`config.mk`:
```
export PLATFORM = sky130hd
export DESIGN_NAME = mpaw_back
export DESIGN_NICKNAME = d
export VERILOG_FILES = /design/src/rtl/mpaw_pkg.sv /design/src/rtl/mpaw_back.sv
export SDC_FILE = /design/constraint.sdc
export NUM_CORES = 1
export LEC_CHECK = 0
export BUFFER_PORTS_ARGS = -buffer_cell sky130_fd_sc_hd__buf_2
export CORE_ASPECT_RATIO = 0.9
export CORE_MARGIN = 3
export CORE_UTILIZATION = 54
export CTS_CLUSTER_SIZE = 28
export DETAILED_ROUTE_END_ITERATION = 10
export PLACE_DENSITY_LB_ADDON = 0.15
export RECOVER_POWER = 25
export SKIP_CTS_REPAIR_TIMING = 1
export SYNTH_ARGS = -nofsm -noshare
export SYNTH_HDL_FRONTEND = slang
export SYNTH_SLANG_ARGS = --single-unit
```
`constraint.sdc`:
```
create_clock -name clk -period 4.2 [get_ports clk]
set_clock_uncertainty 0.05 [all_clocks]
set_input_delay 0.21 -clock clk [delete_from_list [all_inputs] [get_ports clk]]
set_output_delay 0.21 -clock clk [all_outputs]
set_load 0.03 [all_outputs]
```
`src/rtl/mpaw_pkg.sv`:
```
// ----------------------------------------------------------------------------
// mpaw_pkg: shared types and constants for the max pooling window block
// Holds the line store geometry and the register codes.
// ----------------------------------------------------------------------------
package mpaw_pkg;

  localparam int ValueW = 16;
  localparam int IndexW = 4;

  // Line store geometry: rows kept, widest row and most channels per position.
  localparam int MAX_WINDOW   = 4;
  localparam int MAX_COLS     = 256;
  localparam int MAX_CHANNELS = 16;
  localparam int RowW  = $clog2(MAX_WINDOW);
  localparam int ColW  = $clog2(MAX_COLS);
  localparam int ChW   = (MAX_CHANNELS > 1) ? $clog2(MAX_CHANNELS) : 1;
  localparam int AddrW = RowW + ColW + ChW;
  localparam int Depth = MAX_WINDOW * MAX_COLS * MAX_CHANNELS;

  typedef enum logic [2:0] {
    REG_WINDOW_SIZE = 3'd0,
    REG_STRIDE      = 3'd1,
    REG_IN_ROWS     = 3'd2,
    REG_IN_COLS     = 3'd3,
    REG_CHANNELS    = 3'd4
  } reg_index_t;

endpackage

```
`src/rtl/mpaw_back.sv`:
```
// ----------------------------------------------------------------------------
// mpaw_back: window scan
// Reads one window entry per cycle from the line store and keeps the first
// strict maximum, then holds the result in an output register.
// ----------------------------------------------------------------------------
module mpaw_back
  import mpaw_pkg::*;
(
  input  logic                     clk,
  input  logic                     rst,
  input  logic [2:0]               ws,
  input  logic                     q_valid,
  output logic                     q_pop,
  input  logic [11:0]              q_br,
  input  logic [12:0]              q_bc,
  input  logic [8:0]               q_ch,
  input  logic                     q_last,
  output logic [AddrW-1:0]         rd_addr,
  input  logic signed [ValueW-1:0] rd_data,
  output logic                     m_valid,
  input  logic                     m_ready,
  output logic signed [ValueW-1:0] m_value,
  output logic [IndexW-1:0]        m_index,
  output logic                     m_last
);

  typedef enum logic [1:0] {IDLE, SCAN, DONE} state_t;
  state_t state;
  logic [2:0] ro, co;
  logic [IndexW-1:0] idx, lag_idx;
  logic lag_v;
  logic signed [ValueW-1:0] best;
  logic [IndexW-1:0] best_i;
  logic scan_last;
  logic [11:0] r;
  logic [12:0] c;
  logic hand_off;

  assign r = q_br + 12'(ro);
  assign c = q_bc + 13'(co);
  assign rd_addr = {r[RowW-1:0], c[ColW-1:0], q_ch[ChW-1:0]};
  assign q_pop = (state == SCAN) && (ro == ws - 3'd1) && (co == ws - 3'd1);
  // The finished window moves to the output register once the previous
  // result has gone or is taken at this edge.
  assign hand_off = (state == DONE) && !lag_v && (!m_valid || m_ready);

  always_ff @(posedge clk) begin
    if (rst) begin
      state <= IDLE; lag_v <= 1'b0; m_valid <= 1'b0;
    end else begin
      if (hand_off) begin
        m_valid <= 1'b1; m_value <= best; m_index <= best_i; m_last <= scan_last;
      end else if (m_valid && m_ready) begin
        m_valid <= 1'b0;
      end
      lag_v <= (state == SCAN);
      lag_idx <= idx;
      if (lag_v) begin
        if (lag_idx == '0 || rd_data > best) begin
          best <= rd_data; best_i <= lag_idx;
        end
      end
      unique case (state)
        IDLE: if (q_valid) begin
          state <= SCAN; ro <= '0; co <= '0; idx <= '0; scan_last <= q_last;
        end
        SCAN: begin
          idx <= idx + 1'b1;
          if (ro == ws - 3'd1) begin
            ro <= '0; co <= co + 3'd1;
          end else ro <= ro + 3'd1;
          if (q_pop) state <= DONE;
        end
        DONE: if (hand_off) begin
          state <= IDLE;
        end
        default: state <= IDLE;
      endcase
    end
  end

`ifndef SYNTHESIS
  a_pop_scan: assert property (@(posedge clk) disable iff (rst) q_pop |-> q_valid)
    else $error("pop without job");
  a_out_hold: assert property (@(posedge clk) disable iff (rst)
    m_valid && !m_ready |=> m_valid) else $error("result dropped");
  a_idx_rng: assert property (@(posedge clk) disable iff (rst)
    m_valid |-> 6'(m_index) < 6'(ws) * 6'(ws)) else $error("index out of window");
`endif

endmodule

```
==> metrics.txt, run 1 <==
outcome=finished clean; Longest Clk Path Bufs=2; clock-pin transition on the worst setup and hold timing paths=60 ps; PwrDens=404 mW/mm²; Hold Crit Depth=1; # nets final=366; Cells after DPL=336; worst r2r path cells=7; drt first pass iters=4; part of the cycle the worst path needs=0.658; Slew headroom=0.275; CTS root buffer=clkbuf_8; Hold Path Class=in2reg; CP required=4100 ps; WHS=43.9 ps; Seq cells post-synth=60; vias in the first global route=~1,800; GRT Util Overall=0.176; number of synthesized flops with an enable pin=between 50 and 60; Mean Syn Cell Area=13.4 µm²; RR Startpoint=best[5]$_DFFE_PP_; sequential power share=0.498; Post-synth ARST share=0; FMAX=between 0.3 and 0.4 GHz; fillers=400; actual slew at the worst max-slew pin=1090 ps; biggest area consumer among synthesized cells=edfxtp_1; post-DR wirelength/cell=13.5 µm; Chip Height=74.3 µm; prevailing post-synth register cell=edfxtp_1; n_diodes=0; post-synthesis cell count=209; initial antenna violation count=0; most numerous cell in the Yosys netlist=edfxtp_1; GR Overflow Total=0; IO Pins=95; Die Footprint=0.00609 mm²; Worst setup SP type=flip-flop; DP Area=0.00320 mm²; Mapped Nets=292; VDD IR max=0.000265 V; total power=1.37 mW; pin count of the biggest net entering global routing=22; Max Cap Viol=0; R2R Setup Slk=around 1400 ps; row cnt=24; sequential fraction of the synthesis area=0.629; post-synth cell types=37; Core Area=0.00492 mm²; Routed WL=4.76 mm; clock share of power=0.393; vias per cell=approximately 5; Leakage Power=1.41 nW; Critical Path End Type=flip-flop; WHS Endpoint=best[0]$_DFFE_PP_; via count=1,772; Synth Warn #=0; initial DRC count=63; Die W=81.9 µm; P_sw=0.312 mW; Layout Cells excl Fill=353; Area growth syn-to-layout=21.1%; commonest cells in the netlist=edfxtp_1 (56), inv_1 (29), ha_1 (24); Yosys top cell area share=0.600; RSZ-0062 raised after global routing=no; worst-path fanout max=20; Sum Neg Setup Slack=0 ps; Num CTS Buffers=9; fin crit period=2760 ps; kind of critical path=reg2reg; RR Endpoint=best[2]$_DFFE_PP_; layout cell share with drive strength beyond 1=0.250; Comb power frac=0.108; final-report max-slew violation count=0; Hold Path Origin=rd_data[0]; Initial Utilization=0.569; PortBufs=66; Hold Fails Final Rpt=0; GPL Wtd Cong=0.787; Cell Int Power=1.06 mW; CTS H-tree depth=3; DRC Markers=0; Worst EP arrival=2660 ps; synth top area cells=edfxtp_1 (60%), ha_1 (11%), xnor2_1 (4.1%), inv_1 (3.9%), dfxtp_1 (2.9%); CTS tree=built; post-detailed-placement half-perimeter wirelength=3.63 mm; first-pass GRT wire length=7.86 mm; worst skew pair latency=330 ps; Post-Syn Area=0.00280 mm²; Final setup viols=0; Detail Route Antenna Nets=0; Layout Cell Area excl Fill=0.00339 mm²; sw frac=0.228; Sink Count=60
[layout make-up]
type,count,area (µm²),area share
Clock buffer,10,128,0.0376
Multi-Input combinational cell,115,910,0.268
Sequential cell,60,1760,0.519
Clock inverter,6,78.8,0.0232
Timing Repair Buffer,68,327,0.0962
Inverter,29,109,0.0321
Tap cell,65,81.3,0.0240
[flip-flops by register name, indices dropped and copies added, names as in the netlist]
name and cells:
ro 3, co 3, best_i 4, scan_last 1, m_valid 1, idx 4
best 16, lag_v 1, m_last 1, m_value 16, lag_idx 4, m_index 4
state 2
[cells in the final DEF (no fill, tap or decap), types with 3 or more instances in the layout]
master    synthesis  layout
dfxtp_1           4       4
clkinv_2          0       3
nor2_1           21      21
nor2b_1           4       4
o21ai_0           3       3
inv_1            29      29
xor2_1            5       5
ha_1             24      24
clkbuf_8          0       9
nand3_1           5       5
xnor2_1          13      13
clkbuf_1          1      18
nor3_2            2       3
buf_2             0      49
a21oi_1           7       7
edfxtp_1         56      56
nand2_1           4       4
[critical path: stages (launching register included)]
cell and delay [ps]:
edfxtp_1 400, inv_1 80, ha_1 250, a211oi_2 220, nor2_1 110, nor4b_2 340
o31ai_1 120, o22ai_2 810
[power groups by stage]
stage,clock (mW),combinational [mW],sequential (mW)
2_1_floorplan,0,0.110,0.693
3_3_place_gp,0,0.147,0.695
3_5_place_dp,0,0.151,0.696
4_1_cts,0.553,0.152,0.683
5_1_grt,0.578,0.167,0.686
6_report,0.539,0.149,0.683
[cell families after synthesis]
logic type	share of synthesized area
AO/OA/AOI/OAI	0.0549
AND/OR/NAND/NOR	0.0951
XOR/XNOR	0.0562
adder cells (fa/ha/maj)	0.114
flip-flops	0.629
buffers and inverters	0.0509
[per-layer routing]
layer	track usage	routed length (µm)	vias up
met5	0	0	-
met4	0.0646	57	0
met3	0.0811	310	8
met2	0.276	2310	45
met1	0.215	2080	835
li1	-	-	884
[per-stage QoR]
stage,utilization,setup WS (ps)
2_1_floorplan,-,1410
3_3_place_gp,0.650,1530
3_5_place_dp,0.650,1430
4_1_cts,0.692,1410
5_1_grt,0.689,1210
6_report,0.689,1440
[worst max path at each step]
stage / startpoint / slack [ps] / depth (start not counted) / endpoint
global route: best[5]$_DFFE_PP_ / 1210 / 7 / best[2]$_DFFE_PP_
finish: best[5]$_DFFE_PP_ / 1440 / 7 / best[2]$_DFFE_PP_
floorplan: best[5]$_DFFE_PP_ / 1410 / 7 / best[0]$_DFFE_PP_
CTS: best[5]$_DFFE_PP_ / 1410 / 7 / best_i[1]$_DFFE_PP_
global placement: best[5]$_DFFE_PP_ / 1530 / 7 / best[10]$_DFFE_PP_
detailed placement: best[5]$_DFFE_PP_ / 1430 / 7 / best[4]$_DFFE_PP_
Note: power is estimated with default switching activity, not from simulation.
==> run 2, diff against run 1 <==
--- a/config.mk
+++ b/config.mk
@@ -8,7 +8,7 @@
 export BUFFER_PORTS_ARGS = -buffer_cell sky130_fd_sc_hd__buf_2
 export CORE_ASPECT_RATIO = 0.9
 export CORE_MARGIN = 3
-export CORE_UTILIZATION = 54
+export CORE_UTILIZATION = 45
 export CTS_CLUSTER_SIZE = 28
 export DETAILED_ROUTE_END_ITERATION = 10
 export PLACE_DENSITY_LB_ADDON = 0.15
==> constraint.sdc (replaced) <==
create_clock -name clk -period 2.22 [get_ports clk]
set_clock_uncertainty 0.05 [all_clocks]
set_input_delay 0.111 -clock clk [delete_from_list [all_inputs] [get_ports clk]]
set_output_delay 0.111 -clock clk [all_outputs]
set_load 0.03 [all_outputs]
==> metrics.txt, run 2 (synthesis results as in run 1) <==
largest stage delay on the critical path=410 ps (-400 ps); post-detailed-placement half-perimeter wirelength=3.70 mm (+1.9%); part of the cycle the worst path needs=0.969; vias in the first global route=1,692 (-3.3%); GRT Util Overall=0.142 (-0.0343); worst-path cell chain=ha_2 -> inv_2 -> fa_2 -> nor2b_4 -> o2111ai_2 -> xnor2_1 -> buf_4; CP required=2060 ps (-2040 ps); n_diodes=0 (unchanged); row cnt=26 (+8.3%); outcome=finished clean; Core Area=0.00586 mm² (+19%); met3 WL post-DR=240 µm (-23%); Met1 Wirelength=2.15 mm (+3.1%); RSZ-0062 raised after global routing=yes; via count=1,829 (+3.2%); GR Overflow Total=0 (unchanged); Cells after DPL=344 (+2.4%); Sink Count=60 (unchanged); clock-pin transition on the worst setup and hold timing paths=60 ps (about the same); PwrDens=658 mW/mm² (+63%); VDD IR max=0.000419 V (+58%); pin count of the biggest net entering global routing=12 (-45%); CTS H-tree depth=3 (unchanged); CTS root buffer=clkbuf_8; Max Cap Viol=0 (unchanged); initial DRC count=56 (-11%); worst skew pair latency=340 ps (about the same); Die W=89.2 µm (+8.8%); Worst setup SP type=flip-flop; Detail Route Antenna Nets=0 (unchanged); final-report max-slew violation count=0 (unchanged); vias per cell=4.78 (-4.9%); Die Footprint=0.00721 mm² (+18%); Num CTS Buffers=9 (unchanged); Layout Cells excl Fill=383 (+8.5%); post-DR wirelength/cell=13.4 µm (-0.84%); initial antenna violation count=0 (unchanged); crit-path leading delay family=adder cells; Leakage Power=1.54 nW (+9.1%); Critical Path End Type=output pin; DRC Markers=0 (unchanged); Final setup viols=0 (unchanged); Routed WL=5.12 mm (+7.6%); DR top layer=met4; Slowest-stage cell, CP=edfxtp_1; fin crit period=roughly 2200 ps; IO Pins=95 (unchanged); crit path buf inv count=2 (+1); WL met2=2.64 mm (+14%); drt first pass iters=4 (unchanged); biggest regs=best x16, m_value x16; Hold Fails Final Rpt=0 (unchanged); kind of critical path=reg2out; PortBufs=66 (unchanged); Chip Height=80.9 µm (+8.8%); Worst EP arrival=1990 ps (-670 ps); Sum Neg Setup Slack=0 ps (unchanged); Area growth syn-to-layout=30.4%; commonest non-fill, non-tap cell in the layout=buf_2; FMAX=around 0.46 GHz; worst-path fanout max=4 (-80%); commonest cells after routing, fill and taps aside=buf_2 (58), edfxtp_1 (56), inv_1 (28); first-pass GRT wire length=7.54 mm (-4.0%); Slew headroom=0.707 (+0.432); GPL Wtd Cong=0.773 (-1.8%); CTS tree=built; layout cell share with drive strength beyond 1=0.307 (+0.0567); actual slew at the worst max-slew pin=439 ps (-648 ps); Longest Clk Path Bufs=2 (unchanged); Hold Path Class=in2reg; total power=2.41 mW (+76%); # nets final=391 (+6.8%); Initial Utilization=0.479 (-0.0905)
## run 2: power by group
| part | total (mW) | internal (mW) | switching, mW |
|---|---|---|---|
| Sequential | 1.29 | 1.27 | 0.0197 |
| Combinational | 0.337 | 0.150 | 0.187 |
| Clock | 0.780 | 0.398 | 0.382 |
## run 2: layout make-up
cell class / count / area (µm²)
clock inverter: 3 / 13.8
multi-input combinational: 115 / 962
sequential: 60 / 1760
timing repair buffer: 93 / 583
inverter: 29 / 109
clock buffer: 13 / 139
tap: 70 / 87.6
fill: 483 / 2200
## run 2: path summary, 6_finish.rpt
| kind | startpoint | end | slack (ps) | cells past startpoint |
|---|---|---|---|---|
| max | co[0]$_SDFFCE_PN0P_ | rd_addr[10] | 70 | 7 |
| min | m_ready | m_valid$_SDFFE_PP0P_ | 5 | 3 |
| max reg2reg | best[3]$_DFFE_PP_ | best[10]$_DFFE_PP_ | 140 | 7 |
| min reg2reg | best_i[0]$_DFFE_PP_ | m_index[0]$_DFFE_PP_ | 360 | 0 |
## run 2: tightest hold or removal path, stage by stage
cell and delay [ps]:
buf_2 80, nand2b_1 90, a21oi_1 50
## run 2: per-stage QoR
stage	cell area (µm²)	util	hold slack (ps)	setup slack, ps
detailed placement	3240	0.554	172	53.7
CTS	3390	0.580	-111	-99.5
global route	3660	0.624	8.03	-60.1
floorplan	2820	-	130	56.7
finish	3660	0.624	4.92	69.0
global placement	3240	0.554	172	81.3
## run 2: layer usage
| metal | GRT usage | vias to the layer above |
|---|---|---|
| met5 | 0 | - |
| li1 | - | 938 |
| met1 | 0.163 | 845 |
| met4 | 0.0580 | 0 |
| met2 | 0.230 | 32 |
| met3 | 0.0649 | 14 |
