`config.mk`:
```
export PLATFORM = sky130hd
export DESIGN_NAME = mpaw_front
export DESIGN_NICKNAME = d
export VERILOG_FILES = /design/src/rtl/mpaw_pkg.sv /design/src/rtl/mpaw_front.sv
export SDC_FILE = /design/constraint.sdc
export NUM_CORES = 1
export LEC_CHECK = 0
export ABC_CLOCK_PERIOD_IN_PS = 4980
export BUFFER_PORTS_ARGS = -buffer_cell sky130_fd_sc_hd__clkbuf_2
export CAP_MARGIN = 20
export CORE_ASPECT_RATIO = 1.1
export CORE_MARGIN = 3
export CORE_UTILIZATION = 54
export DETAILED_ROUTE_END_ITERATION = 8
export PLACE_DENSITY_LB_ADDON = 0.15
export SLEW_MARGIN = 20
export SYNTH_ARGS = -nofsm -noshare
export SYNTH_HDL_FRONTEND = slang
export SYNTH_SLANG_ARGS = --single-unit
```
`constraint.sdc`:
```
create_clock -name clk -period 4.98 [get_ports clk]
set_clock_uncertainty 0.15 [all_clocks]
set_input_delay 0.747 -clock clk [delete_from_list [all_inputs] [get_ports clk]]
set_output_delay 0.747 -clock clk [all_outputs]
set_load 0.1 [all_outputs]
```
`src/rtl/mpaw_pkg.sv`:
```
// ----------------------------------------------------------------------------
// mpaw_pkg: shared types and constants for the max pooling window block
// Holds the line store geometry and the register codes.
// ----------------------------------------------------------------------------
package mpaw_pkg;

  localparam int ValueW = 16;
  localparam int IndexW = 4;

  // Line store geometry: rows kept, widest row and most channels per position.
  localparam int MAX_WINDOW   = 4;
  localparam int MAX_COLS     = 256;
  localparam int MAX_CHANNELS = 16;
  localparam int RowW  = $clog2(MAX_WINDOW);
  localparam int ColW  = $clog2(MAX_COLS);
  localparam int ChW   = (MAX_CHANNELS > 1) ? $clog2(MAX_CHANNELS) : 1;
  localparam int AddrW = RowW + ColW + ChW;
  localparam int Depth = MAX_WINDOW * MAX_COLS * MAX_CHANNELS;

  typedef enum logic [2:0] {
    REG_WINDOW_SIZE = 3'd0,
    REG_STRIDE      = 3'd1,
    REG_IN_ROWS     = 3'd2,
    REG_IN_COLS     = 3'd3,
    REG_CHANNELS    = 3'd4
  } reg_index_t;

endpackage

```
`src/rtl/mpaw_front.sv`:
```
// ----------------------------------------------------------------------------
// mpaw_front: position tracking and window classification
// Counts row, column and channel of each word, writes it into the line store
// and, when it completes a pooled window, issues a job for the back end.
// ----------------------------------------------------------------------------
module mpaw_front
  import mpaw_pkg::*;
(
  input  logic              clk,
  input  logic              rst,
  input  logic              clear,
  input  logic [2:0]        ws,
  input  logic [2:0]        st,
  input  logic [11:0]       nr,
  input  logic [12:0]       nc,
  input  logic [8:0]        nch,
  input  logic              in_fire,
  output logic              job_valid,
  output logic [11:0]       job_br,
  output logic [12:0]       job_bc,
  output logic [8:0]        job_ch,
  output logic              job_last,
  output logic              wr_en,
  output logic [AddrW-1:0]  wr_addr,
  output logic              lim_busy
);

  logic [11:0] row;
  logic [12:0] col;
  logic [8:0]  ch;
  // row and column phases modulo stride and the last window origins
  logic [2:0]  rph, cph;
  logic [11:0] last_r;
  logic [12:0] last_c;
  logic [11:0] br;
  logic [12:0] bc;
  logic        hit;
  logic [11:0] lr_acc;
  logic [12:0] lc_acc;
  logic        r_more, c_more;

  assign br = row + 12'd1 - 12'(ws);
  assign bc = col + 13'd1 - 13'(ws);
  assign wr_en = in_fire;
  assign wr_addr = {row[RowW-1:0], col[ColW-1:0], ch[ChW-1:0]};

  // Origin phase: base row br is aligned when br mod st == 0. Each phase
  // counter is zero at the first window origin of its axis and steps with
  // every later row or column, wrapping at the stride.
  assign hit = (12'(nr) >= 12'(ws)) && (nc >= 13'(ws)) &&
               (row + 12'd1 >= 12'(ws)) && (col + 13'd1 >= 13'(ws)) &&
               (rph == 3'd0) && (cph == 3'd0) && (br <= last_r) && (bc <= last_c);

  // Last origins computed directly after clear would need a divider; the
  // map is at most 4095 rows, so add stride in a small loop instead.
  assign r_more = (13'(lr_acc) + 13'(st) + 13'(ws)) <= 13'(nr);
  assign c_more = (lc_acc + 13'(st) + 13'(ws)) <= nc;

  always_ff @(posedge clk) begin
    if (rst || clear) begin
      lim_busy <= 1'b1;
      lr_acc   <= 12'd0;
      lc_acc   <= 13'd0;
      last_r   <= 12'd0;
      last_c   <= 13'd0;
    end else if (lim_busy) begin
      if (r_more) lr_acc <= lr_acc + 12'(st);
      if (c_more) lc_acc <= lc_acc + 13'(st);
      if (!r_more && !c_more) begin
        lim_busy <= 1'b0;
        last_r   <= lr_acc;
        last_c   <= lc_acc;
      end
    end
  end

  always_ff @(posedge clk) begin
    if (rst || clear) begin
      row <= '0; col <= '0; ch <= '0;
      rph <= 3'd0; cph <= 3'd0;
      job_valid <= 1'b0;
    end else begin
      job_valid <= in_fire && hit;
      if (in_fire) begin
        job_br   <= br;
        job_bc   <= bc;
        job_ch   <= ch;
        job_last <= (br == last_r) && (bc == last_c) && (ch + 9'd1 == nch);
        if (ch + 9'd1 < nch) begin
          ch <= ch + 9'd1;
        end else begin
          ch <= '0;
          if (col + 13'd1 < nc) begin
            col <= col + 13'd1;
            if (col + 13'd1 >= 13'(ws)) cph <= (cph == st - 3'd1) ? 3'd0 : cph + 3'd1;
          end else begin
            col <= '0;
            cph <= 3'd0;
            if (row + 12'd1 < nr) begin
              row <= row + 12'd1;
              if (row + 12'd1 >= 12'(ws)) rph <= (rph == st - 3'd1) ? 3'd0 : rph + 3'd1;
            end else begin
              row <= '0;
              rph <= 3'd0;
            end
          end
        end
      end
    end
  end

endmodule

```
==> results of run 1 <==
## logic make-up after synthesis
logic type | Yosys count | share of synthesized area [%]
xor gates and xnor gates | 98 | 9.62
and+or+nand+nor | 360 | 19.8
adders and majority gates | 124 | 17.7
buffers and inverters | 151 | 6.93
muxes | 12 | 1.32
DFF | 127 | 31.7
AOI/OAI and AO/OA | 190 | 12.9
## layout by cell type, fill, tap and decap left out, types with 3 or more instances in the layout
cell type   instances
a2111oi_0           3
a211oi_1            4
a21boi_0            4
a21o_1             23
a21oi_1            63
a22oi_1             3
a31oi_1             4
and3_1             13
and4_1              5
buf_4              23
clkbuf_16          17
clkbuf_2           95
clkinv_4            3
clkinvlp_4          4
dfxtp_1            92
edfxtp_1           35
fa_1                9
ha_1              114
inv_1              92
mux2i_1            12
nand2_1            85
nand2b_1            7
nand3_1            71
nand3b_1           11
nand4_1            19
nor2_1             72
nor2b_1            10
nor3_1             26
nor4_1             11
o211ai_1            8
o21a_1              5
o21ai_0            49
o31ai_1             5
or2_2               3
or3_1               6
or4_1               3
xnor2_1            54
xor2_1             42
## routing by layer
layer	global-route usage (%)	wire, µm	vias to the layer above	share of wire (%)
met5	0	0	-	0
li1	-	-	3884	-
met2	41.1	10500	184	47
met3	4.17	892	29	4.0
met4	7.28	403	0	1.8
met1	33.2	10500	3604	47
## sequential cells by signal, indices dropped and copies added, names as in the netlist, 12 cells and up
register,count
lr_acc,12
last_r,12
job_br,12
last_c,13
row,12
col,13
lc_acc,13
job_bc,13
## where the power goes
group | leakage (µW) | total, µW | internal, µW | switching [µW]
registers | 0.00106 | 1080 | 1070 | 7.57
clock network | 0.000279 | 1250 | 762 | 484
logic | 0.00330 | 348 | 126 | 222
## timing repair
| action | in CTS | in global routing |
|---|---|---|
| endpoints found under the setup margin | 0 | 2 |
| hold endpoints to repair | 0 | 0 |
| resized for setup | 0 | 2 |
## worst max-delay path: stages, from the launching register on
cell	delay (ns)
dfxtp_1	0.34
ha_1	0.29
xor2_2	0.23
ha_1	0.32
nor2b_1	0.15
a221oi_1	0.28
buf_4	0.18
nand3_1	0.06
or4b_2	0.68
nor3_1	0.26
xor2_1	0.16
ha_1	0.31
nand2_1	0.07
nor4_2	0.31
nor2_1	0.08
a31oi_1	0.14
o2111ai_1	0.13
a2111oi_0	0.37
## worst min path at each step
stage | end | slack, ns | cells past startpoint
after floorplan | col[11]$_SDFFE_PP0P_ | 0.28 | 2
after global placement | col[11]$_SDFFE_PP0P_ | 0.29 | 2
after detailed placement | col[11]$_SDFFE_PP0P_ | 0.30 | 2
after CTS | col[11]$_SDFFE_PP0P_ | 0.32 | 2
after global routing | last_r[1]$_SDFFE_PP0P_ | 0.34 | 2
final | col[11]$_SDFFE_PP0P_ | 0.31 | 2
## metrics by stage
step / power (µW) / setup slack, ns / util [%] / std cells
after global routing: 2780 / 0.0455 / 63.3 / 1362
after detailed placement: 1450 / -0.0638 / 59.6 / 1330
after floorplan: 1350 / 0.0263 / - / 1062
final: 2670 / 0.345 / 63.3 / 1362
after CTS: 2690 / 0.239 / 63.2 / 1362
after global placement: 1440 / 0.0131 / 59.6 / 1330
## final cells by class
cell class / instances / area share, %
inverter: 95 / 3.43
multi-input combinational: 784 / 54.0
sequential: 127 / 27.8
timing repair buffer: 120 / 6.62
tap: 204 / 2.45
clock buffer: 19 / 4.35
clock inverter: 13 / 1.34
==> run_results.csv, run 1 <==
group,metric,value,unit
logic_synthesis,synth.most_common_cell,"ha_1",
setup_path,required,5.14,ns
drt,routed_wl,22200,µm
clock_network,numClockSinks,127,
pwr,power_density,257,nW/µm²
setup_path,cp-end-kind,"flop",
logic_synthesis,synth_top_area_cell,"dfxtp_1",
min_path,hp-start,"col[11]$_SDFFE_PP0P_",
drt,routedWlPerCell,16.3,µm
clock_network,cts_tree,"done",
logic_synthesis,synth_cells,1062,
sta,tightest_slew,0.721,ns
clock_network,clkTransAtPathRegs,0.06,ns
final_layout,layout.nets,1312,
logic_synthesis,yosysWarningCount,0,
place,io_buffer_count,95,
sta,setup_viol,0,
place,place.gp.congestion,0.889,
setup_path,crit_start,"col[0]$_SDFFE_PP0P_",
clock_network,cts_buffers,17,
clock_network,clock_latency,0.43,ns
final_layout,seqCellArea,2890,µm²
floorplanning,die_area,18500,µm²
floorplanning,num_rows,49,
sta,max-slew-margin-rel,51.5,%
global_route,grt_start_max_net_pins,48,
clock_network,cts_htree_levels,4,
global_route,overflow,0,
setup_path,startpoint_type,"flop",
logic_synthesis,ys_types,68,
global_route,grt_antenna_before_repair,0,
setup_path,rr_worst_depth,17,
logic_synthesis,synth-edff-count,35,
global_route,grt_pass1_vias,7321,
setup_path,rr_startpoint,"col[0]$_SDFFE_PP0P_",
sta,hold_viol_final,0,
drt,viasPerCell,5.65,
final_layout,multi_input_area,5620,µm²
floorplanning,die_w,130,µm
drt,drtIter0Drc,388,
floorplanning,initial_core_util,55.5,%
setup_path,r2r-end,"job_valid$_SDFF_PP0_",
min_path,hp-class,"flop to flop",
floorplanning,core_area,16400,µm²
logic_synthesis,netlist_top_cells_count,"114 x ha_1, 92 x dfxtp_1, 92 x inv_1",
global_route,grt_pass1_wl,36300,µm
clock_network,cts_buffer_depth,2,
place,dp_hpwl,17300,µm
sta,fin_hold_ws,0.313,ns
sta,finalCriticalPeriod,4.63,ns
logic_synthesis,ys_seq_elements,127,
final_layout,fillers,1458,
setup_path,rrSetupSlack,0.35,ns
sta,finalSetupTns,0,ns
sta,fmax,216,MHz
pwr,peakVddDrop,254,µV
logic_synthesis,syn_area,9110,µm²
setup_path,criticalPathCategory,"flop to flop",
floorplanning,die_h,142,µm
clock_network,post_cts_buffers,0,
final_layout,diodes,0,
logic_synthesis,synth_nets,1229,
drt,drc,0,
sta,period_share,93.1,%
clock_network,clockRootBuffer,"clkbuf_16",
sta,finalMaxSlewViolations,0,
global_route,track_usage,24.8,%
logic_synthesis,syn_avg_cell_area,8.58,µm²
logic_synthesis,synth.area.top_cells,"dfxtp_1 20%, ha_1 16%, edfxtp_1 12%, xnor2_1 5.2%, xor2_1 4.1%",
sta,rsz0062_at_grt,"no",
logic_synthesis,synthArstFlopShare,0,%
logic_synthesis,yosysSeqAreaShare,31.7,%
floorplanning,io_pins,96,
drt,firstDrtPassIters,5,
final_layout,syn2layout_area_growth,14.1,%
pwr,p_leak,0.00464,µW
place,placed_area,9800,µm²
drt,ant_nets,0,
setup_path,worstPathMaxFanout,6,
final_layout,layout-drive-gt1-share,14.8,%
status,status,"completed",
run,maxCapViolCount,0,
logic_synthesis,yosys_most_used_dff,"dfxtp_1",
setup_path,arrival,4.79,ns
final_layout,finish.instance_area,10400,µm²
logic_synthesis,yosysTopAreaCellShare,20.2,%
setup_path,critPathCapture,"job_valid$_SDFF_PP0_",
clock_network,ctsHoldBuffers,0,
drt,vias,7701,
Note: power is estimated with default switching activity, not from simulation.
==> run 2: changes to the inputs <==
--- a/config.mk
+++ b/config.mk
@@ -14,4 +14,5 @@
 export DETAILED_ROUTE_END_ITERATION = 8
 export PLACE_DENSITY_LB_ADDON = 0.15
+export SETUP_SLACK_MARGIN = 0.5
 export SLEW_MARGIN = 20
 export SYNTH_ARGS = -nofsm -noshare
==> constraint.sdc (replaced) <==
create_clock -name clk -period 4.98 [get_ports clk]
set_clock_uncertainty 0.15 [all_clocks]
set_input_delay 0 -clock clk [delete_from_list [all_inputs] [get_ports clk]]
set_output_delay 0 -clock clk [all_outputs]
set_load 0.1 [all_outputs]
==> run 2 against run 1 <==
Total power grew 1.2%. Hold slack lost 0.28 ns. Utilization grew 3.4 points. Count of clock-buffer cells in the layout shrank 2. Design area grew 5.3%. Clock power is essentially flat. Die area is the same. Routed wire length grew 9.9%. Maximum frequency grew 0.75%. Worst setup slack gained 0.035 ns. Via count grew 4.3%. Critical endpoint is now last_c[3]$_SDFFE_PP0P_. Largest power group unchanged. Highest routed layer unchanged.
==> run_results.csv, run 2 (synthesized netlist as in run 1, its figures left out) <==
group,metric,value,unit
sta,fmax,217,MHz
final_layout,layout-drive-gt1-share,19.4,%
place,place_inst,1326,
final_layout,diodes,0,
drt,viasPerCell,5.81,
global_route,met1_usage,34.9,%
setup_path,worstPathMaxFanout,6,
sta,finalMaxSlewViolations,0,
global_route,grt_start_max_net_pins,67,
floorplanning,initial_core_util,55.5,%
drt,routed_wl,24400,µm
global_route,grt_pass1_vias,7217,
pwr,p_leak,0.00483,µW
global_route,overflow,0,
global_route,track_usage,25.5,%
setup_path,slowest_delay,0.45,ns
sta,worst_slack,0.380,ns
sta,fin_hold_ws,0.0296,ns
place,place.gp.congestion,0.897,
final_layout,syn2layout_area_growth,20.2,%
place,io_buffer_count,95,
clock_network,clkTransAtPathRegs,0.06,ns
place,dp_slack,0.104,ns
final_layout,layout.cells.non_filler,1382,
drt,vias,8033,
global_route,grt_pass1_wl,37300,µm
global_route,use_met2,42.2,%
status,status,"completed",
pwr,peakVddDrop,249,µV
place,dp_hpwl,17300,µm
floorplanning,die_area,18500,µm²
setup_path,startpoint_type,"flop",
clock_network,cts_tree,"done",
global_route,grt_antenna_before_repair,0,
floorplanning,die_h,142,µm
sta,max-slew-margin-rel,46.4,%
pwr,power_density,247,nW/µm²
sta,rsz0062_at_grt,"yes",
run,maxCapViolCount,0,
clock_network,cts_buffer_depth,2,
setup_path,arrival,4.81,ns
setup_path,cp-end-kind,"flop",
setup_path,crit_chain,"ha_4 > fa_2 > fa_2 > a21o_1 > and4_4 > and4b_1 > maj3_2 > nand2_2 > xnor2_2 > ha_1 > nand4_1 > nor4_2 > o21ba_4 > o211ai_1 > buf_4 > clkbuf_16 > nand3_1 > o21ai_1",
pwr,p_total,2710,µW
setup_path,worst-path-buf-inv,2,
sta,hold_viol_final,0,
drt,ant_nets,0,
floorplanning,num_rows,49,
floorplanning,die_w,130,µm
drt,firstDrtPassIters,7,
sta,period_share,92.4,%
sta,setup_viol,0,
drt,drc,0,
final_layout,layout.nets,1332,
setup_path,critPathTopFamily,"adder cells",
clock_network,clockRootBuffer,"clkbuf_16",
min_path,hp-class,"primary input to flop",
drt,routedWlPerCell,17.7,µm
setup_path,crit_slowest_cell,"fa_2",
floorplanning,core_area,16400,µm²
setup_path,required,5.19,ns
drt,drtIter0Drc,540,
clock_network,cts_buffers,17,
floorplanning,io_pins,96,
final_layout,final_util,66.7,%
clock_network,cts_htree_levels,4,
final_layout,fillers,1362,
clock_network,numClockSinks,127,
final_layout,most-common-layout-cells,"109 x ha_1, 95 x clkbuf_2, 92 x inv_1",
sta,finalCriticalPeriod,4.60,ns
sta,tightest_slew,0.796,ns
setup_path,criticalPathCategory,"flop to flop",
setup_path,cpMostUsedCell,"fa_2",
global_route,globalRoute.busiestLayer,"met2",
final_layout,final_common_cell,"ha_1",
clock_network,clock_latency,0.42,ns
global_route,grt_use_met3,3.64,%
==> run 2: changes by cell type in the layout (fill, tap and decap cells not counted), sizes merged <==
cell,previous run,this run
buf,25,36
clkinv,7,8
dlygate4sd3,0,5
clkinvlp,4,3
clkbuf,114,116
inv,95,97
==> run 2: repair_timing <==
action,in CTS,in global routing
setup buffers,4,7
setup endpoints to repair,18,42
hold endpoints to repair,11,0
hold buffers,5,0
pin swaps,6,19
gates cloned,2,5
gates resized for setup,17,63
==> run 2: where the power goes <==
| group | leakage [µW] | switching [µW] | total (µW) | internal, µW |
|---|---|---|---|---|
| clock network | 0.000280 | 505 | 1250 | 742 |
| registers | 0.00106 | 8.41 | 1080 | 1070 |
| logic | 0.00349 | 238 | 379 | 141 |
| total | 0.00483 | 751 | 2710 | 1950 |
==> run 2: per-layer routing <==
layer  up-vias  wire length (µm)
li1       3921                 -
met1      3818             10600
met2       259             12100
met3        35              1300
met4         0               449
met5         -                 0
==> run 2: layout make-up <==
class                      instances  area, µm²  share of cell area [%]
clock buffer                      17        425                    3.88
sequential                       127       2900                    26.4
timing repair buffer             140        956                    8.73
multi-input combinational        784       5900                    53.9
clock inverter                    15        163                    1.49
tap                              204        255                    2.33
inverter                          95        357                    3.26
==> run 2: worst paths after layout <==
kind	start	end	slack, ns	cells past startpoint
setup reg to reg	lc_acc[0]$_SDFFE_PP0P_	last_c[3]$_SDFFE_PP0P_	0.38	18
setup / recovery	lc_acc[0]$_SDFFE_PP0P_	last_c[3]$_SDFFE_PP0P_	0.38	18
hold / removal	nch[0]	job_last$_DFFE_PP_	0.03	4
hold reg to reg	last_c[7]$_SDFFE_PP0P_	last_c[7]$_SDFFE_PP0P_	0.31	2
==> run 2: worst reg2reg max path, delay by kind of cell, from the launching register on <==
family,cells,cell delay (ns)
AO/OA/AOI/OAI,4,0.67
XOR/XNOR,1,0.07
adder cells (fa/ha/maj),5,1.60
buffers and inverters,2,0.47
flip-flops,1,0.36
AND/OR/NAND/NOR,6,1.22
==> run 2: per-stage QoR <==
step / TNS (ns) / instance area (µm²)
6_report: 0 / 11000
5_1_grt: 0 / 11000
4_1_cts: 0 / 10500
3_5_place_dp: 0 / 9770
3_3_place_gp: -0.0223 / 9760
2_1_floorplan: 0 / 9120
==> run 3: changes to the inputs <==
Settings changed: PLACE_DENSITY set to 0.77, PLACE_DENSITY_LB_ADDON 0.15 to not set.
==> run 3 against run 2 <==
Flip-flop and latch count unchanged. Clock power down 7%. Design area shrank 2.6%. Highest routed layer unchanged.
==> run_results.csv, run 3 (synthesized netlist as in run 1, its figures left out) <==
group,metric,value,unit
drt,vias,7936,
setup_path,required,5.10,ns
setup_path,worstPathMaxFanout,6,
min_path,holdPathEnd,"lr_acc[1]$_SDFFE_PP0P_",
pwr,p_leak,0.00471,µW
sta,setup_viol,0,
clock_network,cts_buffer_depth,2,
floorplanning,die_area,18500,µm²
sta,period_share,88.9,%
clock_network,cts_tree,"done",
pwr,peakVddDrop,229,µV
setup_path,rr_worst_depth,20,
setup_path,criticalPathCategory,"flop to flop",
setup_path,startpoint_type,"flop",
place,place_inst,1327,
setup_path,r2r-end,"last_r[10]$_SDFFE_PP0P_",
clock_network,clockRootBuffer,"clkbuf_16",
floorplanning,num_rows,49,
clock_network,clock_latency,0.43,ns
clock_network,cts_htree_levels,4,
min_path,whs_path_depth,4,
place,place.gp.congestion,0.943,
setup_path,rr_startpoint,"lc_acc[0]$_SDFFE_PP0P_",
global_route,grt_antenna_before_repair,0,
drt,ant_nets,0,
sta,tightest_slew,1.07,ns
final_layout,layout.nets,1326,
global_route,grt_pass1_vias,7515,
drt,firstDrtPassIters,5,
sta,max-slew-margin-rel,28.4,%
place,io_buffer_count,95,
floorplanning,core_area,16400,µm²
drt,drc,0,
clock_network,clkTransAtPathRegs,0.06,ns
pwr,power_density,245,nW/µm²
final_layout,fillers,1341,
final_layout,layout.cells.non_filler,1376,
global_route,overflow,0,
floorplanning,io_pins,96,
place,dp_hpwl,17000,µm
drt,viasPerCell,5.77,
floorplanning,die_h,142,µm
global_route,track_usage,25.3,%
setup_path,rrSetupSlack,0.55,ns
sta,rsz0062_at_grt,"yes",
final_layout,syn2layout_area_growth,17.0,%
setup_path,arrival,4.55,ns
status,status,"completed",
final_layout,multi_input_area,5790,µm²
run,maxCapViolCount,0,
drt,drtIter0Drc,672,
min_path,hp-class,"primary input to flop",
final_layout,final_common_cell,"ha_1",
final_layout,layout-drive-gt1-share,17.6,%
sta,fmax,226,MHz
final_layout,diodes,0,
sta,finalMaxSlewViolations,0,
floorplanning,die_w,130,µm
floorplanning,initial_core_util,55.5,%
sta,hold_viol_final,0,
setup_path,cp-end-kind,"flop",
final_layout,seqCellArea,2900,µm²
min_path,hp-start,"st[1]",
clock_network,numClockSinks,127,
final_layout,final_util,64.9,%
global_route,grt_start_max_net_pins,67,
final_layout,most-common-layout-cells,"110 x ha_1, 95 x clkbuf_2, 92 x inv_1",
global_route,grt_pass1_wl,37200,µm
clock_network,cts_buffers,17,
sta,finalCriticalPeriod,4.43,ns
drt,routedWlPerCell,16.9,µm
drt,routed_wl,23200,µm
## run 3: how the worst max path moves through the flow
stage	start	end	slack [ns]	cells after the start
6_report	lc_acc[0]$_SDFFE_PP0P_	last_r[10]$_SDFFE_PP0P_	0.55	20
5_1_grt	lc_acc[0]$_SDFFE_PP0P_	last_r[10]$_SDFFE_PP0P_	0.38	20
4_1_cts	col[0]$_SDFFE_PP0P_	job_valid$_SDFF_PP0_	0.52	16
3_5_place_dp	col[1]$_SDFFE_PP0P_	job_valid$_SDFF_PP0_	0.11	16
3_3_place_gp	lc_acc[0]$_SDFFE_PP0P_	lc_acc[0]$_SDFFE_PP0P_	-0.02	17
2_1_floorplan	lc_acc[0]$_SDFFE_PP0P_	last_c[12]$_SDFFE_PP0P_	0.59	17
## run 3: metrics by stage
step / worst slack (ns) / area (µm²) / power, µW / hold slack (ns) / setup TNS (ns)
4_1_cts: 0.516 / 10600 / 2610 / 0.0165 / 0
2_1_floorplan: 0.593 / 9120 / 1350 / 0.0294 / 0
5_1_grt: 0.379 / 10700 / 2700 / 0.0391 / 0
6_report: 0.551 / 10700 / 2610 / 0.0221 / 0
3_5_place_dp: 0.114 / 9770 / 1450 / 0.190 / 0
3_3_place_gp: -0.0179 / 9770 / 1440 / 0.188 / -0.0314
## run 3: report_power, final
| group | leakage, µW | internal [µW] | switching [µW] | total, µW |
|---|---|---|---|---|
| registers | 0.00106 | 1070 | 8.23 | 1080 |
| logic | 0.00340 | 139 | 238 | 377 |
| clock network | 0.000248 | 679 | 478 | 1160 |
## run 3: what timing repair did
action,in CTS,in global routing
buffers inserted,6,4
gates resized for setup,21,24
pin swaps,5,10
hold endpoints to repair,10,0
cloned,3,0
hold buffers,4,0
endpoints found under the setup margin,40,34
## run 3: routing by layer
| metal | track usage, % | share of wire, % | vias up | wire (µm) |
|---|---|---|---|---|
| li1 | - | - | 3913 | - |
| met1 | 33.2 | 45 | 3751 | 10400 |
| met2 | 42.3 | 49 | 228 | 11300 |
| met3 | 3.53 | 4.5 | 44 | 1040 |
| met4 | 9.41 | 2.3 | 0 | 537 |
| met5 | 0 | 0 | - | 0 |
## run 3: area by class of cell
cell class,instances,share of cell area (%)
repair buffers,134,7.64
well taps,204,2.39
clock inverters,15,1.15
multi-input cells,784,54.3
flip-flops and latches,127,27.2
clock buffers,17,3.99
inverters,95,3.34
## run 3: critical path, cell delays in order, from the launching register on
cell	delay, ns
dfxtp_4	0.35
ha_4	0.16
fa_2	0.37
xor2_2	0.16
ha_1	0.29
a21o_1	0.19
and4_1	0.22
and4b_1	0.21
maj3_2	0.30
nand2_2	0.09
xnor2_2	0.07
ha_1	0.29
nand4_1	0.12
buf_6	0.16
a211oi_4	0.24
o21ba_4	0.21
o211ai_1	0.13
buf_4	0.18
clkbuf_16	0.15
mux2i_1	0.15
nor2_1	0.07
